## config.mk

```make
export PLATFORM = sky130hd
export DESIGN_NAME = prefixed_integer_text_parser_flat
export DESIGN_NICKNAME = d
export VERILOG_FILES = /design/src/rtl/pitp_pkg.sv /design/src/rtl/pitp_char_if.sv /design/src/rtl/pitp_result_if.sv /design/src/rtl/prefixed_integer_text_parser.sv /design/src/flat_wrapper.sv
export SDC_FILE = /design/constraint.sdc
export NUM_CORES = 1
export LEC_CHECK = 0
export BUFFER_PORTS_ARGS = -buffer_cell sky130_fd_sc_hd__buf_2
export CORE_UTILIZATION = 57
export CTS_BUF_LIST = sky130_fd_sc_hd__clkbuf_16
export DETAILED_ROUTE_END_ITERATION = 8
export PLACE_DENSITY_LB_ADDON = 0.15
export SYNTH_ARGS = -nofsm -noshare
export SYNTH_HDL_FRONTEND = slang
export SYNTH_SLANG_ARGS = --single-unit
export TNS_END_PERCENT = 30
```

## constraint.sdc

```tcl
create_clock -name clk_i -period 4.3 [get_ports clk_i]
set_input_delay 0.215 -clock clk_i [delete_from_list [all_inputs] [get_ports clk_i]]
set_output_delay 0.215 -clock clk_i [all_outputs]
set_load 0.01 [all_outputs]
```

## src/rtl/pitp_pkg.sv

```systemverilog
// Package for the prefixed integer text parser.
// Payload widths, payload types and character codes; no dependencies.
package pitp_pkg;

  localparam int unsigned CharW  = 8;
  localparam int unsigned ValueW = 32;

  typedef logic [CharW-1:0]         char_t;
  typedef logic signed [ValueW-1:0] value_t;

  // Character codes the parser reacts to
  localparam char_t CharNul   = 8'h00;
  localparam char_t CharMinus = 8'h2D;  // '-'
  localparam char_t Char0     = 8'h30;  // '0'
  localparam char_t Char9     = 8'h39;  // '9'
  localparam char_t CharUpA   = 8'h41;  // 'A'
  localparam char_t CharUpF   = 8'h46;  // 'F'
  localparam char_t CharLoA   = 8'h61;  // 'a'
  localparam char_t CharLoB   = 8'h62;  // 'b'
  localparam char_t CharLoF   = 8'h66;  // 'f'
  localparam char_t CharLoX   = 8'h78;  // 'x'

endpackage

```

## src/rtl/pitp_char_if.sv

```systemverilog
// Valid/ready channel that carries one character per transfer.
// Depends on pitp_pkg.
interface pitp_char_if;
  import pitp_pkg::*;

  logic  valid;
  logic  ready;
  char_t char_code;

  modport source (output valid, output char_code, input ready);
  modport sink   (input valid, input char_code, output ready);
endinterface

```

## src/rtl/pitp_result_if.sv

```systemverilog
// Valid/ready channel that carries one parse result per transfer.
// Depends on pitp_pkg.
interface pitp_result_if;
  import pitp_pkg::*;

  logic   valid;
  logic   ready;
  value_t value;
  logic   invalid;

  modport source (output valid, output value, output invalid, input ready);
  modport sink   (input valid, input value, input invalid, output ready);
endinterface

```

## src/rtl/prefixed_integer_text_parser.sv

```systemverilog
// Prefixed integer text parser, top level.
// Depends on pitp_pkg, pitp_char_if and pitp_result_if.
//
// Usage:
//   in_i  : one character per transfer. A zero character ends the string.
//   out_o : one result per terminator: signed 32-bit value and invalid flag.
//   Prefix "0b" selects binary, "0x" hex, a leading '0' octal, else decimal.
//   One '-' is allowed right after the prefix and negates the result.
//   Any other character makes the result 0 with invalid set.
// Timing:
//   One character is taken every cycle while in_i.ready is high. A result
//   shows on out_o in the cycle after its terminator transfer when the
//   output register is free, else once the results ahead of it are taken.
//   The rate is set by the single shift-add of the accumulator.
// Reset:
//   rst_ni clears the parse state to string start and empties the output.
// Stalls:
//   Results sit in a two-entry output buffer (output register plus skid
//   register). Characters keep flowing while a result waits; in_i.ready
//   drops only when both entries hold results not yet taken.
module prefixed_integer_text_parser (
  input logic           clk_i,
  input logic           rst_ni,
  pitp_char_if.sink     in_i,
  pitp_result_if.source out_o
);
  import pitp_pkg::*;

  typedef enum logic [2:0] {
    PhStart  = 3'd0,
    PhZero   = 3'd1,
    PhSign   = 3'd2,
    PhDigits = 3'd3,
    PhError  = 3'd4
  } phase_e;

  typedef enum logic [1:0] {
    RadixDec = 2'd0,
    RadixBin = 2'd1,
    RadixOct = 2'd2,
    RadixHex = 2'd3
  } radix_e;

  // Parse state
  phase_e              phase_q, phase_d;
  radix_e              radix_q, radix_d;
  logic [ValueW-1:0]   acc_q, acc_d;
  logic                neg_q, neg_d;
  logic                err_q, err_d;

  // Output buffer
  logic                out_valid_q, skid_valid_q;
  value_t              out_value_q, skid_value_q;
  logic                out_invalid_q, skid_invalid_q;

  logic                in_xfer, out_xfer, is_term;
  char_t               c;
  logic [4:0]          dig;
  logic                dig_hit;
  logic [4:0]          radix_val;
  logic                take, sign_ok;
  radix_e              td_mode;
  logic [ValueW-1:0]   scaled;
  value_t              res_value;

  assign c        = in_i.char_code;
  assign is_term  = (c == CharNul);
  assign in_i.ready = !skid_valid_q;
  assign in_xfer  = in_i.valid && in_i.ready;
  assign out_xfer = out_valid_q && out_o.ready;

  // Digit decode, radix independent
  always_comb begin
    dig     = 5'd0;
    dig_hit = 1'b0;
    if (c inside {[Char0:Char9]}) begin
      dig     = 5'(c - Char0);
      dig_hit = 1'b1;
    end else if (c inside {[CharUpA:CharUpF]}) begin
      dig     = 5'(c - CharUpA) + 5'd10;
      dig_hit = 1'b1;
    end else if (c inside {[CharLoA:CharLoF]}) begin
      dig     = 5'(c - CharLoA) + 5'd10;
      dig_hit = 1'b1;
    end
  end

  // Next parse state for a non-terminator character
  always_comb begin
    phase_d = phase_q;
    radix_d = radix_q;
    acc_d   = acc_q;
    neg_d   = neg_q;
    err_d   = err_q;
    take    = 1'b0;
    sign_ok = 1'b0;
    td_mode = radix_q;

    case (phase_q)
      PhStart: begin
        if (c == Char0) begin
          phase_d = PhZero;
        end else begin
          radix_d = RadixDec;
          td_mode = RadixDec;
          take    = 1'b1;
          sign_ok = 1'b1;
        end
      end
      PhZero: begin
        if (c == CharLoB) begin
          radix_d = RadixBin;
          phase_d = PhSign;
        end else if (c == CharLoX) begin
          radix_d = RadixHex;
          phase_d = PhSign;
        end else begin
          radix_d = RadixOct;
          td_mode = RadixOct;
          take    = 1'b1;
          sign_ok = 1'b1;
        end
      end
      PhSign: begin
        take    = 1'b1;
        sign_ok = 1'b1;
      end
      PhDigits: begin
        take = 1'b1;
      end
      default: begin
        // error phase and unused codes
        err_d   = 1'b1;
        phase_d = PhError;
      end
    endcase

    case (td_mode)
      RadixDec: begin
        radix_val = 5'd10;
        scaled    = (acc_q << 3) + (acc_q << 1);
      end
      RadixBin: begin
        radix_val = 5'd2;
        scaled    = acc_q << 1;
      end
      RadixOct: begin
        radix_val = 5'd8;
        scaled    = acc_q << 3;
      end
      default: begin
        radix_val = 5'd16;
        scaled    = acc_q << 4;
      end
    endcase

    if (take) begin
      if (sign_ok && c == CharMinus) begin
        neg_d   = 1'b1;
        phase_d = PhDigits;
      end else if (!dig_hit || dig >= radix_val) begin
        err_d   = 1'b1;
        phase_d = PhError;
      end else begin
        acc_d   = scaled + ValueW'(dig);
        phase_d = PhDigits;
      end
    end
  end

  // Result for a terminator: zero on error, two's complement when negative
  always_comb begin
    if (err_q) begin
      res_value = '0;
    end else if (neg_q) begin
      res_value = value_t'(-acc_q);
    end else begin
      res_value = value_t'(acc_q);
    end
  end

  // Parse state registers; a terminator returns everything to string start
  always_ff @(posedge clk_i or negedge rst_ni) begin
    if (!rst_ni) begin
      phase_q <= PhStart;
      radix_q <= RadixDec;
      acc_q   <= '0;
      neg_q   <= 1'b0;
      err_q   <= 1'b0;
    end else if (in_xfer) begin
      if (is_term) begin
        phase_q <= PhStart;
        radix_q <= RadixDec;
        acc_q   <= '0;
        neg_q   <= 1'b0;
        err_q   <= 1'b0;
      end else begin
        phase_q <= phase_d;
        radix_q <= radix_d;
        acc_q   <= acc_d;
        neg_q   <= neg_d;
        err_q   <= err_d;
      end
    end
  end

  // Two-entry output buffer, control
  always_ff @(posedge clk_i or negedge rst_ni) begin
    if (!rst_ni) begin
      out_valid_q  <= 1'b0;
      skid_valid_q <= 1'b0;
    end else if (!out_valid_q || out_xfer) begin
      if (skid_valid_q) begin
        out_valid_q  <= 1'b1;
        skid_valid_q <= in_xfer && is_term;
      end else begin
        out_valid_q  <= in_xfer && is_term;
      end
    end else if (in_xfer && is_term) begin
      skid_valid_q <= 1'b1;
    end
  end

  // Two-entry output buffer, payload
  always_ff @(posedge clk_i) begin
    if (!out_valid_q || out_xfer) begin
      if (skid_valid_q) begin
        out_value_q    <= skid_value_q;
        out_invalid_q  <= skid_invalid_q;
        skid_value_q   <= res_value;
        skid_invalid_q <= err_q;
      end else begin
        out_value_q    <= res_value;
        out_invalid_q  <= err_q;
      end
    end else if (in_xfer && is_term) begin
      skid_value_q   <= res_value;
      skid_invalid_q <= err_q;
    end
  end

  assign out_o.valid   = out_valid_q;
  assign out_o.value   = out_value_q;
  assign out_o.invalid = out_invalid_q;

endmodule

```

## src/flat_wrapper.sv

```systemverilog
// flat-port wrapper written by rule: the top's interface ports become plain ports
module prefixed_integer_text_parser_flat import pitp_pkg::*;
  (clk_i, rst_ni, in_i_valid, in_i_char_code, in_i_ready, out_o_valid, out_o_value, out_o_invalid, out_o_ready);
  pitp_char_if in_i_i ();
  pitp_result_if out_o_i ();
  input logic clk_i;
  input logic rst_ni;
  input wire logic [$bits(in_i_i.valid)-1:0] in_i_valid;
  input wire logic [$bits(in_i_i.char_code)-1:0] in_i_char_code;
  output wire logic [$bits(in_i_i.ready)-1:0] in_i_ready;
  output wire logic [$bits(out_o_i.valid)-1:0] out_o_valid;
  output wire logic [$bits(out_o_i.value)-1:0] out_o_value;
  output wire logic [$bits(out_o_i.invalid)-1:0] out_o_invalid;
  input wire logic [$bits(out_o_i.ready)-1:0] out_o_ready;
  assign in_i_i.valid = in_i_valid;
  assign in_i_i.char_code = in_i_char_code;
  assign in_i_ready = in_i_i.ready;
  assign out_o_valid = out_o_i.valid;
  assign out_o_value = out_o_i.value;
  assign out_o_invalid = out_o_i.invalid;
  assign out_o_i.ready = out_o_ready;
  prefixed_integer_text_parser u_core (.clk_i(clk_i), .rst_ni(rst_ni), .in_i(in_i_i), .out_o(out_o_i));
endmodule
```

==> results.txt, run 1 <==
Final HPWL DP = 16.08 mm
Via count of the first global-routing pass = 7023
Worst hold endpoint = u_core.radix_q[1]$_DFFE_PN0P_
Clock skew = 0.01122 ns
Post-synthesis async set-or-reset flop share = 38.32%
Grt total ovfl = 0
Final non-filler cell total = 1236
Die W = 124.7 µm
Crit share post-route = 92.93%
Final min period = 3.996 ns
Commonest non-fill, non-tap cell in the layout = nand2_1
Inst Count DP = 1219
Worst path cell trace = ha_1 -> inv_1 -> fa_1 -> nand2b_1 -> a211oi_2 -> o21ai_0 -> o21ai_0 -> xor2_1 -> a221o_1 -> nand3b_1 -> nor4_4 -> nand3_1 -> xor2_1 -> o21ai_1
Mapped cell area = 0.008574 mm²
Worst slew pin tran = 1.018 ns
Crit path max fanout = 6
Post-CTS Setup Bufs = 0
IO Pins = 47
Max Root-Sink Buffers = 2
Worst EP required = 4.57 ns
RR Startpoint = u_core.acc_q[2]$_DFFE_PN0P_
Fillers = 1223
P_leak = 3.821 nW
Slew Limit Fails = 0
Placed cell area = 0.009085 mm²
Final setup viols = 0
Largest net degree at the start of global routing = 70
Hold path depth = 3
Clock Latency Late Sink = 0.34 ns
Total GRT Usage = 27.81%
Detailed Routing Iterations Pass 1 = 6
Worst hold slack = 0.3120 ns
Post-route ant nets = 0
# clock sinks = 107
Critical Path Sink Type = register
Startpoint of the worst hold path = in_i_valid
Worst-path clk slew = 0.07 ns
First-pass GRT wire length = 35.45 mm
Antenna violations before repair = 0
VDD IR max = 0.0002540 V
H-tree Lvls = 3
Antenna Cells = 0
Arrival time at the worst endpoint = 4.26 ns
Via/cell ratio = 6.209
Port Buf Inserts = 46
Final TNS setup = 0 ns
Post-route worst setup slack = 0.3041 ns
Crit Path Class = register to register
Cell Pwr Density = 525.1 mW/mm²
Final core occ = 64.42%
Routed WL = 21.24 mm
Cell area after layout = 0.009398 mm²
Sequential-to-total area share from yosys stat = 35.08%
Worst reg2reg setup slack = 0.30 ns
Die area = 0.01554 mm²
Initial drt markers = 895
Drt wl/cell = 17.18 µm
Post-synth EDFFs = 66
Pre-CTS setup slack = 0.1541 ns
DRC Markers = 0
Post-synth top flop = edfxtp_1
Synthesized instance count = 1021
Synthesized flop and latch total = 107
Mean Syn Cell Area = 8.398 µm²
Share of layout cells above drive strength 1 = 12.45%
Worst reg2reg endpoint = u_core.acc_q[30]$_DFFE_PN0P_
CTS tree = done
Routability cong. = 0.9955
FF-to-FF path depth = 14
Syn_nets = 1076
Rows = 44
Number of CTS-inserted buffers = 9
Min-delay worst type = input pin to register
Area growth syn-to-layout = 9.602%
Relative slew slack = 32.12%
Worst setup SP type = register
Clock root cell = clkbuf_16
Initial Util = 58.77%
Fmax = 250.3 MHz
CORE AREA = 0.01459 mm²
Commonest cells after routing, fill and taps aside = 122 x nand2_1, 100 x nor2_1, 66 x edfxtp_1
Max-Cap Viols = 0
Slowest cell on crit path = nor4_4
Die H = 124.7 µm
Status = finished, final reports clean
Final nets = 1102
Pwr Total = 4.935 mW
Crit-path max cell delay = 0.48 ns
Post-synthesis cell type count = 79
Via count = 7674
Yosys synthesis warning count = 0
Final hold vios = 0
[cell usage after synthesis, drive strengths merged (6+ instances only)]
library cell    n  area share (%)
nand2         124             5.5
nor2          101             4.5
o21ai          78             4.6
edfxtp         66              23
clkbuf         63             2.8
nand3          56             3.3
a21oi          53             3.1
xor2           45             4.6
o31ai          44             3.9
dfrtp          41              12
ha             41             6.0
xnor2          31             3.2
inv            27             1.2
nor3           19             1.1
o22ai          17             1.3
a31oi          16             1.2
a211oi         15             1.3
nand4          12            0.88
nor4           11             1.2
buf            10            0.53
mux2i          10             1.2
o41ai           9            0.92
or4             8            0.74
and3            7            0.51
nand2b          7            0.51
nor2b           7            0.51
o211ai          7            0.77
a21o            6            0.53
o21a            6            0.53
or3             6            0.44
[flip-flops by register name, indices dropped and copies added (netlist names)]
name                   flops
u_core.skid_invalid_q      1
u_core.phase_q             3
u_core.out_o.valid         1
u_core.out_o.value        32
u_core.err_q               1
u_core.skid_value_q       32
u_core.neg_q               1
u_core.skid_valid_q        1
u_core.radix_q             2
u_core.out_o.invalid       1
u_core.acc_q              32
[kinds of logic (layout without fill, tap and decap cells)]
logic type | after synthesis | in the layout | synth area share, %
buf+inv | 101 | 132 | 4.509
flops | 107 | 107 | 35.08
mux | 12 | 12 | 1.430
xor+xnor | 76 | 76 | 7.763
fa+ha+maj | 43 | 43 | 6.450
compound gates | 301 | 301 | 23.44
simple gates | 381 | 381 | 21.33
[worst max path at each step]
stage | from | endpoint | cells after the start | slack (ns)
finish | u_core.acc_q[2]$_DFFE_PN0P_ | u_core.acc_q[30]$_DFFE_PN0P_ | 14 | 0.30
global placement | u_core.acc_q[2]$_DFFE_PN0P_ | u_core.acc_q[31]$_DFFE_PN0P_ | 13 | 0.19
floorplan | in_i_char_code[0] | u_core.acc_q[31]$_DFFE_PN0P_ | 20 | 0.35
CTS | u_core.acc_q[2]$_DFFE_PN0P_ | u_core.acc_q[31]$_DFFE_PN0P_ | 13 | 0.09
detailed placement | u_core.acc_q[2]$_DFFE_PN0P_ | u_core.acc_q[31]$_DFFE_PN0P_ | 13 | 0.15
global route | u_core.phase_q[0]$_DFFE_PN0P_ | u_core.acc_q[28]$_DFFE_PN0P_ | 17 | -0.003
[layer usage]
layer / share of wire (%) / vias to the layer above / track usage [%]
met2: 42 / 281 / 40.04
met5: 0 / - / 0
met1: 49 / 3545 / 43.15
met3: 8.0 / 32 / 4.725
met4: 1.5 / 0 / 6.308
li1: - / 3816 / -
[where the power goes]
group          switching (mW)  total (mW)  internal (mW)
Clock                   0.381       0.786          0.405
Combinational            1.69        2.74           1.05
Sequential              0.226        1.41           1.18
Total                    2.30        4.94           2.63
[worst max-delay path, delay by kind of cell, from the launching register on]
family	cells	cell delay, ns
fa+ha+maj	2	0.64
xor+xnor	2	0.41
buf+inv	1	0.06
simple gates	4	1.06
compound gates	5	1.28
flops	1	0.47
[repair_timing]
action / in CTS / in global routing
endpoints found under the hold margin: 41 / 0
hold buffers: 1 / 0
setup endpoints to repair: 0 / 11
gates resized for setup: 0 / 3
[final cells by class]
| type | count | area [µm²] | area share, % |
|---|---|---|---|
| Timing Repair Buffer | 88 | 548.0 | 5.831 |
| Tap cell | 184 | 230.2 | 2.450 |
| Clock inverter | 7 | 58.81 | 0.6257 |
| Multi-Input combinational cell | 813 | 5220 | 55.55 |
| Inverter | 28 | 105.1 | 1.118 |
| Sequential cell | 107 | 3010 | 32.03 |
| Clock buffer | 9 | 225.2 | 2.396 |
(Power assumes the default switching activity.)
==> inputs of run 2 (changes only) <==
Settings changed: PLACE_DENSITY_LB_ADDON 0.15 to 0.08.
==> run 2 against run 1 <==
Compared with the run above: cell area about the same; hold slack improved by 0.0078 ns; via count up 1.6%; routed wire length rose by 1.6%; largest power group unchanged; highest routed layer unchanged.
==> results.txt, run 2 (synthesis results as in run 1) <==
Initial drt markers = 1042 (was 895)
Via/cell ratio = 6.298 (was 6.209)
Pwr Total = 4.934 mW (was 4.935 mW)
Met3 WL = 1.836 mm (was 1.706 mm)
Met1 WL = 10.59 mm (was 10.39 mm)
Antenna Cells = 0 (unchanged)
H-tree Lvls = 3 (unchanged)
Via count = 7797 (was 7674)
Min-delay worst type = input pin to register (unchanged)
Final TNS setup = 0 ns (unchanged)
Die H = 124.7 µm (unchanged)
Final hold vios = 0 (unchanged)
VDD IR max = 0.0002815 V (was 0.0002540 V)
Via count of the first global-routing pass = 6762 (was 7023)
Commonest non-fill, non-tap cell in the layout = nand2_1 (unchanged)
Clock skew = 0.01142 ns (was 0.01122 ns)
Worst slew pin tran = 1.037 ns (was 1.018 ns)
RR Startpoint = u_core.acc_q[0]$_DFFE_PN0P_ (was u_core.acc_q[2]$_DFFE_PN0P_)
Fmax = 248.8 MHz (was 250.3 MHz)
Drt wl/cell = 17.44 µm (was 17.18 µm)
Detailed Routing Iterations Pass 1 = 6 (unchanged)
Arrival time at the worst endpoint = 4.23 ns (was 4.26 ns)
P_leak = 3.821 nW (about the same)
Clock Latency Late Sink = 0.35 ns (was 0.34 ns)
RSZ-0062 raised after global routing = no
Post-route ant nets = 0 (unchanged)
Slew Limit Fails = 0 (unchanged)
Rows = 44 (unchanged)
Number of CTS-inserted buffers = 9 (unchanged)
Relative slew slack = 30.87% (was 32.12%)
Crit path max fanout = 6 (unchanged)
Area growth syn-to-layout = 9.631% (was 9.602%)
CORE AREA = 0.01459 mm² (unchanged)
Clock root cell = clkbuf_16 (unchanged)
DRC Markers = 0 (unchanged)
Antenna violations before repair = 0 (unchanged)
Max-Cap Viols = 0 (unchanged)
Worst setup SP type = register (unchanged)
Final setup viols = 0 (unchanged)
CTS tree = done (unchanged)
Routed WL = 21.59 mm (was 21.24 mm)
Port Buf Inserts = 46 (unchanged)
Die area = 0.01554 mm² (unchanged)
Routability cong. = 0.9541 (was 0.9955)
Worst-path clk slew = 0.08 ns (was 0.07 ns)
Crit path capture = u_core.acc_q[23]$_DFFE_PN0P_ (was u_core.acc_q[30]$_DFFE_PN0P_)
Largest net degree at the start of global routing = 70 (unchanged)
Crit share post-route = 93.48% (was 92.93%)
Max layer used = met4 (unchanged)
Total GRT Usage = 27.75% (was 27.81%)
Crit Path Class = register to register (unchanged)
Critical Path Sink Type = register (unchanged)
# clock sinks = 107 (unchanged)
Cell Pwr Density = 524.9 mW/mm² (was 525.1 mW/mm²)
FF-to-FF path depth = 14 (unchanged)
Max Root-Sink Buffers = 2 (unchanged)
Grt total ovfl = 0 (unchanged)
Worst reg2reg setup slack = 0.28 ns (was 0.30 ns)
Post-CTS Setup Bufs = 0 (unchanged)
Wire length on met2 = 8.793 mm (was 8.821 mm)
IO Pins = 47 (unchanged)
Final nets = 1104 (was 1102)
Status = finished, final reports clean (unchanged)
Final min period = 4.019 ns (was 3.996 ns)
Share of layout cells above drive strength 1 = 12.52% (was 12.45%)
Worst EP required = 4.51 ns (was 4.57 ns)
Worst reg2reg endpoint = u_core.acc_q[23]$_DFFE_PN0P_ (was u_core.acc_q[30]$_DFFE_PN0P_)
Initial Util = 58.77% (unchanged)
Commonest cells after routing, fill and taps aside = 122 x nand2_1, 100 x nor2_1, 66 x edfxtp_1 (unchanged)
Die W = 124.7 µm (unchanged)
Critical Path Start = u_core.acc_q[0]$_DFFE_PN0P_ (was u_core.acc_q[2]$_DFFE_PN0P_)
Final HPWL DP = 16.17 mm (was 16.08 mm)
First-pass GRT wire length = 35.13 mm (was 35.45 mm)
run 2: layout make-up:
type	instances	area, µm²
sequential	107	3010
inverter	28	105.1
multi-input combinational	813	5214
timing repair buffer	90	563.0
fill	1237	5189
clock inverter	7	52.55
clock buffer	9	225.2
tap	184	230.2
run 2: power by group:
group / internal [mW] / switching [mW] / total (mW)
clock network: 0.397 / 0.381 / 0.778
logic: 1.05 / 1.70 / 2.75
registers: 1.18 / 0.223 / 1.40
total: 2.63 / 2.31 / 4.93
run 2: worst min path at each step:
stage / from / endpoint / slack, ns / depth (start not counted)
2_1_floorplan: rst_ni / u_core.acc_q[0]$_DFFE_PN0P_ / -0.08 / 0
3_3_place_gp: rst_ni / u_core.acc_q[26]$_DFFE_PN0P_ / 0.32 / 2
3_5_place_dp: rst_ni / u_core.acc_q[28]$_DFFE_PN0P_ / 0.32 / 2
4_1_cts: in_i_valid / u_core.radix_q[1]$_DFFE_PN0P_ / 0.31 / 3
5_1_grt: in_i_valid / u_core.radix_q[1]$_DFFE_PN0P_ / 0.37 / 3
6_report: in_i_valid / u_core.radix_q[1]$_DFFE_PN0P_ / 0.32 / 3
run 2: layer usage:
metal,vias to the layer above,track usage [%]
li1,3841,-
met1,3598,43.16
met2,324,38.84
met3,34,5.799
met4,0,6.662
met5,-,0
run 2: critical path, stage by stage, from the launching register on:
cell and delay (ns):
dfrtp_1 0.46, ha_1 0.23, inv_1 0.07, fa_1 0.40, nand2b_1 0.21, a211oi_2 0.38, o21ai_0 0.30, o21ai_0 0.28
xor2_1 0.23, a221o_1 0.21, nand3b_1 0.23, nor4_1 0.48, nand2_1 0.12, xor2_1 0.20, o21ai_1 0.09
run 2: what timing repair did:
action,in CTS,in global routing
gates resized for setup,0,2
setup endpoints to repair,0,10
hold buffers,1,0
hold endpoints to repair,41,0
run 2: through the flow:
stage	hold slack, ns	util (%)	area, µm²	std cells	setup slack, ns
floorplan	-0.08059	-	8574	1021	0.3509
detailed placement	0.3191	62.38	9100	1221	0.1333
global placement	0.3189	62.38	9100	1221	0.1658
finish	0.3199	64.43	9400	1238	0.2805
global route	0.3736	64.43	9400	1238	0.07714
CTS	0.3084	64.35	9388	1238	0.06857
==> inputs of run 3 (changes only) <==
Settings changed: CORE_MARGIN set to 5, GPL_TIMING_DRIVEN set to 0, REMOVE_ABC_BUFFERS set to 1.
==> run 3 against run 2 <==
Compared with the run above: sequential share of layout area rose by 0.21 points; clock power is 13% higher; critical path depth fell by 1; combinational power fell by 7%; register-to-register slack worse by 0.07 ns; total power increased by 0.28%; the flow now finishes with violations (hold timing); via count decreased by 3.5%; critical path type unchanged; setup slack worse by 0.073 ns.
==> results.txt, run 3 (synthesis results as in run 1) <==
Status = finished with violations (was finished, final reports clean)
Failing checks = hold timing
Critical Path Sink Type = register (unchanged)
Pwr Total = 4.948 mW (was 4.934 mW)
First-pass GRT wire length = 33.97 mm (was 35.13 mm)
Routability cong. = 0.8810 (was 0.9541)
Worst hold slack = -0.02065 ns (was 0.3199 ns)
Drt wl/cell = 16.82 µm (was 17.44 µm)
Fillers = 1226 (was 1237)
Crit share post-route = 95.18% (was 93.48%)
Die H = 132.7 µm (was 124.7 µm)
RR Startpoint = u_core.acc_q[2]$_DFFE_PN0P_ (was u_core.acc_q[0]$_DFFE_PN0P_)
Seq. cell area = 0.003017 mm² (was 0.003010 mm²)
Min-delay worst type = input pin to asynchronous set/reset pin (was input pin to register)
Max Root-Sink Buffers = 2 (unchanged)
Final min period = 4.093 ns (was 4.019 ns)
Final setup viols = 0 (unchanged)
Relative slew slack = 22.38% (was 30.87%)
Crit Path Class = register to register (unchanged)
Area growth syn-to-layout = 9.149% (was 9.631%)
Share of layout cells above drive strength 1 = 11.18% (was 12.52%)
Final core occ = 63.91% (was 64.43%)
Final HPWL DP = 14.89 mm (was 16.17 mm)
Clock Latency Late Sink = 0.34 ns (was 0.35 ns)
Fmax = 244.3 MHz (was 248.8 MHz)
VDD IR max = 0.0002460 V (was 0.0002815 V)
Worst-path clk slew = 0.07 ns (was 0.08 ns)
Via/cell ratio = 6.251 (was 6.298)
Inst Count DP = 1182 (was 1221)
IO Pins = 47 (unchanged)
Clock root cell = clkbuf_16 (unchanged)
Grt total ovfl = 0 (unchanged)
Via count = 7526 (was 7797)
Worst EP required = 4.52 ns (was 4.51 ns)
Antenna Cells = 0 (unchanged)
Commonest non-fill, non-tap cell in the layout = nand2_1 (unchanged)
Die W = 132.7 µm (was 124.7 µm)
Crit path max fanout = 11 (was 6)
Clock skew = 0.009257 ns (was 0.01142 ns)
Die area = 0.01760 mm² (was 0.01554 mm²)
Post-route ant nets = 0 (unchanged)
CTS tree = done (unchanged)
Pre-CTS setup slack = -1.089 ns (was 0.1333 ns)
Worst setup SP type = register (unchanged)
Initial Util = 58.55% (was 58.77%)
Rows = 44 (unchanged)
Total GRT Usage = 22.97% (was 27.75%)
CORE AREA = 0.01464 mm² (was 0.01459 mm²)
Antenna violations before repair = 0 (unchanged)
Footprint of the multi-input gates = 0.005329 mm² (was 0.005214 mm²)
Detailed Routing Iterations Pass 1 = 6 (unchanged)
H-tree Lvls = 3 (unchanged)
Largest net degree at the start of global routing = 64 (was 70)
FF-to-FF path depth = 13 (was 14)
Cell Pwr Density = 528.7 mW/mm² (was 524.9 mW/mm²)
Via count of the first global-routing pass = 6549 (was 6762)
Port Buf Inserts = 46 (unchanged)
Final hold vios = 10 (was 0)
Worst slew pin tran = 1.162 ns (was 1.037 ns)
DRC Markers = 0 (unchanged)
Worst reg2reg endpoint = u_core.acc_q[31]$_DFFE_PN0P_ (was u_core.acc_q[23]$_DFFE_PN0P_)
Post-route worst setup slack = 0.2072 ns (was 0.2805 ns)
Commonest cells after routing, fill and taps aside = 122 x nand2_1, 99 x nor2_1, 66 x edfxtp_1 (was 122 x nand2_1, 100 x nor2_1, 66 x edfxtp_1)
Initial drt markers = 839 (was 1042)
Max-Cap Viols = 0 (unchanged)
Arrival time at the worst endpoint = 4.32 ns (was 4.23 ns)
Final nets = 1070 (was 1104)
Slew Limit Fails = 0 (unchanged)
# clock sinks = 107 (unchanged)
Routed WL = 20.25 mm (was 21.59 mm)
Number of CTS-inserted buffers = 9 (unchanged)
Worst reg2reg setup slack = 0.21 ns (was 0.28 ns)
Final non-filler cell total = 1204 (was 1238)
P_leak = 3.690 nW (was 3.821 nW)
run 3: worst max path at each step:
| stage | from | to | slack (ns) |
|---|---|---|---|
| after CTS | u_core.phase_q[2]$_DFFE_PN0P_ | u_core.acc_q[30]$_DFFE_PN0P_ | 0.02 |
| after floorplan | u_core.skid_valid_q$_DFFE_PN0P_ | u_core.skid_invalid_q$_DFFE_PP_ | -0.69 |
| after global placement | in_i_char_code[0] | u_core.skid_invalid_q$_DFFE_PP_ | -2.48 |
| after detailed placement | in_i_char_code[0] | u_core.acc_q[30]$_DFFE_PN0P_ | -1.09 |
| after global routing | in_i_char_code[4] | u_core.acc_q[8]$_DFFE_PN0P_ | -0.008 |
| final | u_core.acc_q[2]$_DFFE_PN0P_ | u_core.acc_q[31]$_DFFE_PN0P_ | 0.21 |
run 3: power by group:
| part | total [mW] | switching, mW | leakage, nW | internal (mW) |
|---|---|---|---|---|
| Clock | 0.879 | 0.365 | 0.154 | 0.514 |
| Combinational | 2.55 | 1.55 | 2.21 | 0.993 |
| Sequential | 1.52 | 0.340 | 1.32 | 1.18 |
| Total | 4.95 | 2.26 | 3.69 | 2.69 |
run 3: per-layer routing:
layer | vias to the layer above | part of all wire, % | track usage (%)
met5 | - | 0 | 0
met4 | 0 | 2.6 | 7.506
met3 | 40 | 6.0 | 2.012
met2 | 274 | 41 | 32.61
met1 | 3432 | 50 | 36.64
li1 | 3780 | - | -
run 3: through the flow:
stage	hold WS (ns)	setup TNS, ns	cell area [µm²]
after detailed placement	0.3935	-28.20	8875
after global routing	0.06986	-0.007592	9359
after floorplan	-0.08059	-43.68	8293
after CTS	0.01115	0	9256
final	-0.02065	0	9359
after global placement	0.3735	-157.65	8753
run 3: critical path: stages, from the launching register on:
cell	delay [ns]
dfrtp_2	0.51
ha_1	0.26
inv_1	0.07
fa_1	0.43
nand2b_1	0.23
a211oi_2	0.36
o41ai_1	0.15
o31ai_1	0.34
a31oi_1	0.19
or4b_4	0.61
nor4_4	0.38
nand4_1	0.15
xor2_1	0.21
o21ai_1	0.08
run 3: area by class of cell:
type | count | share of cell area [%]
repair buffers | 54 | 3.717
flip-flops and latches | 107 | 32.23
inverters | 28 | 1.203
multi-input cells | 815 | 56.94
clock inverters | 7 | 1.043
clock buffers | 9 | 2.406
well taps | 184 | 2.460
run 3: timing repair:
item                       CTS  global route
buffers inserted             1             3
gates resized for setup      8            15
hold buffers                 0             0
cloned                       2             0
setup endpoints to repair   36            24
pin swaps                    2             4
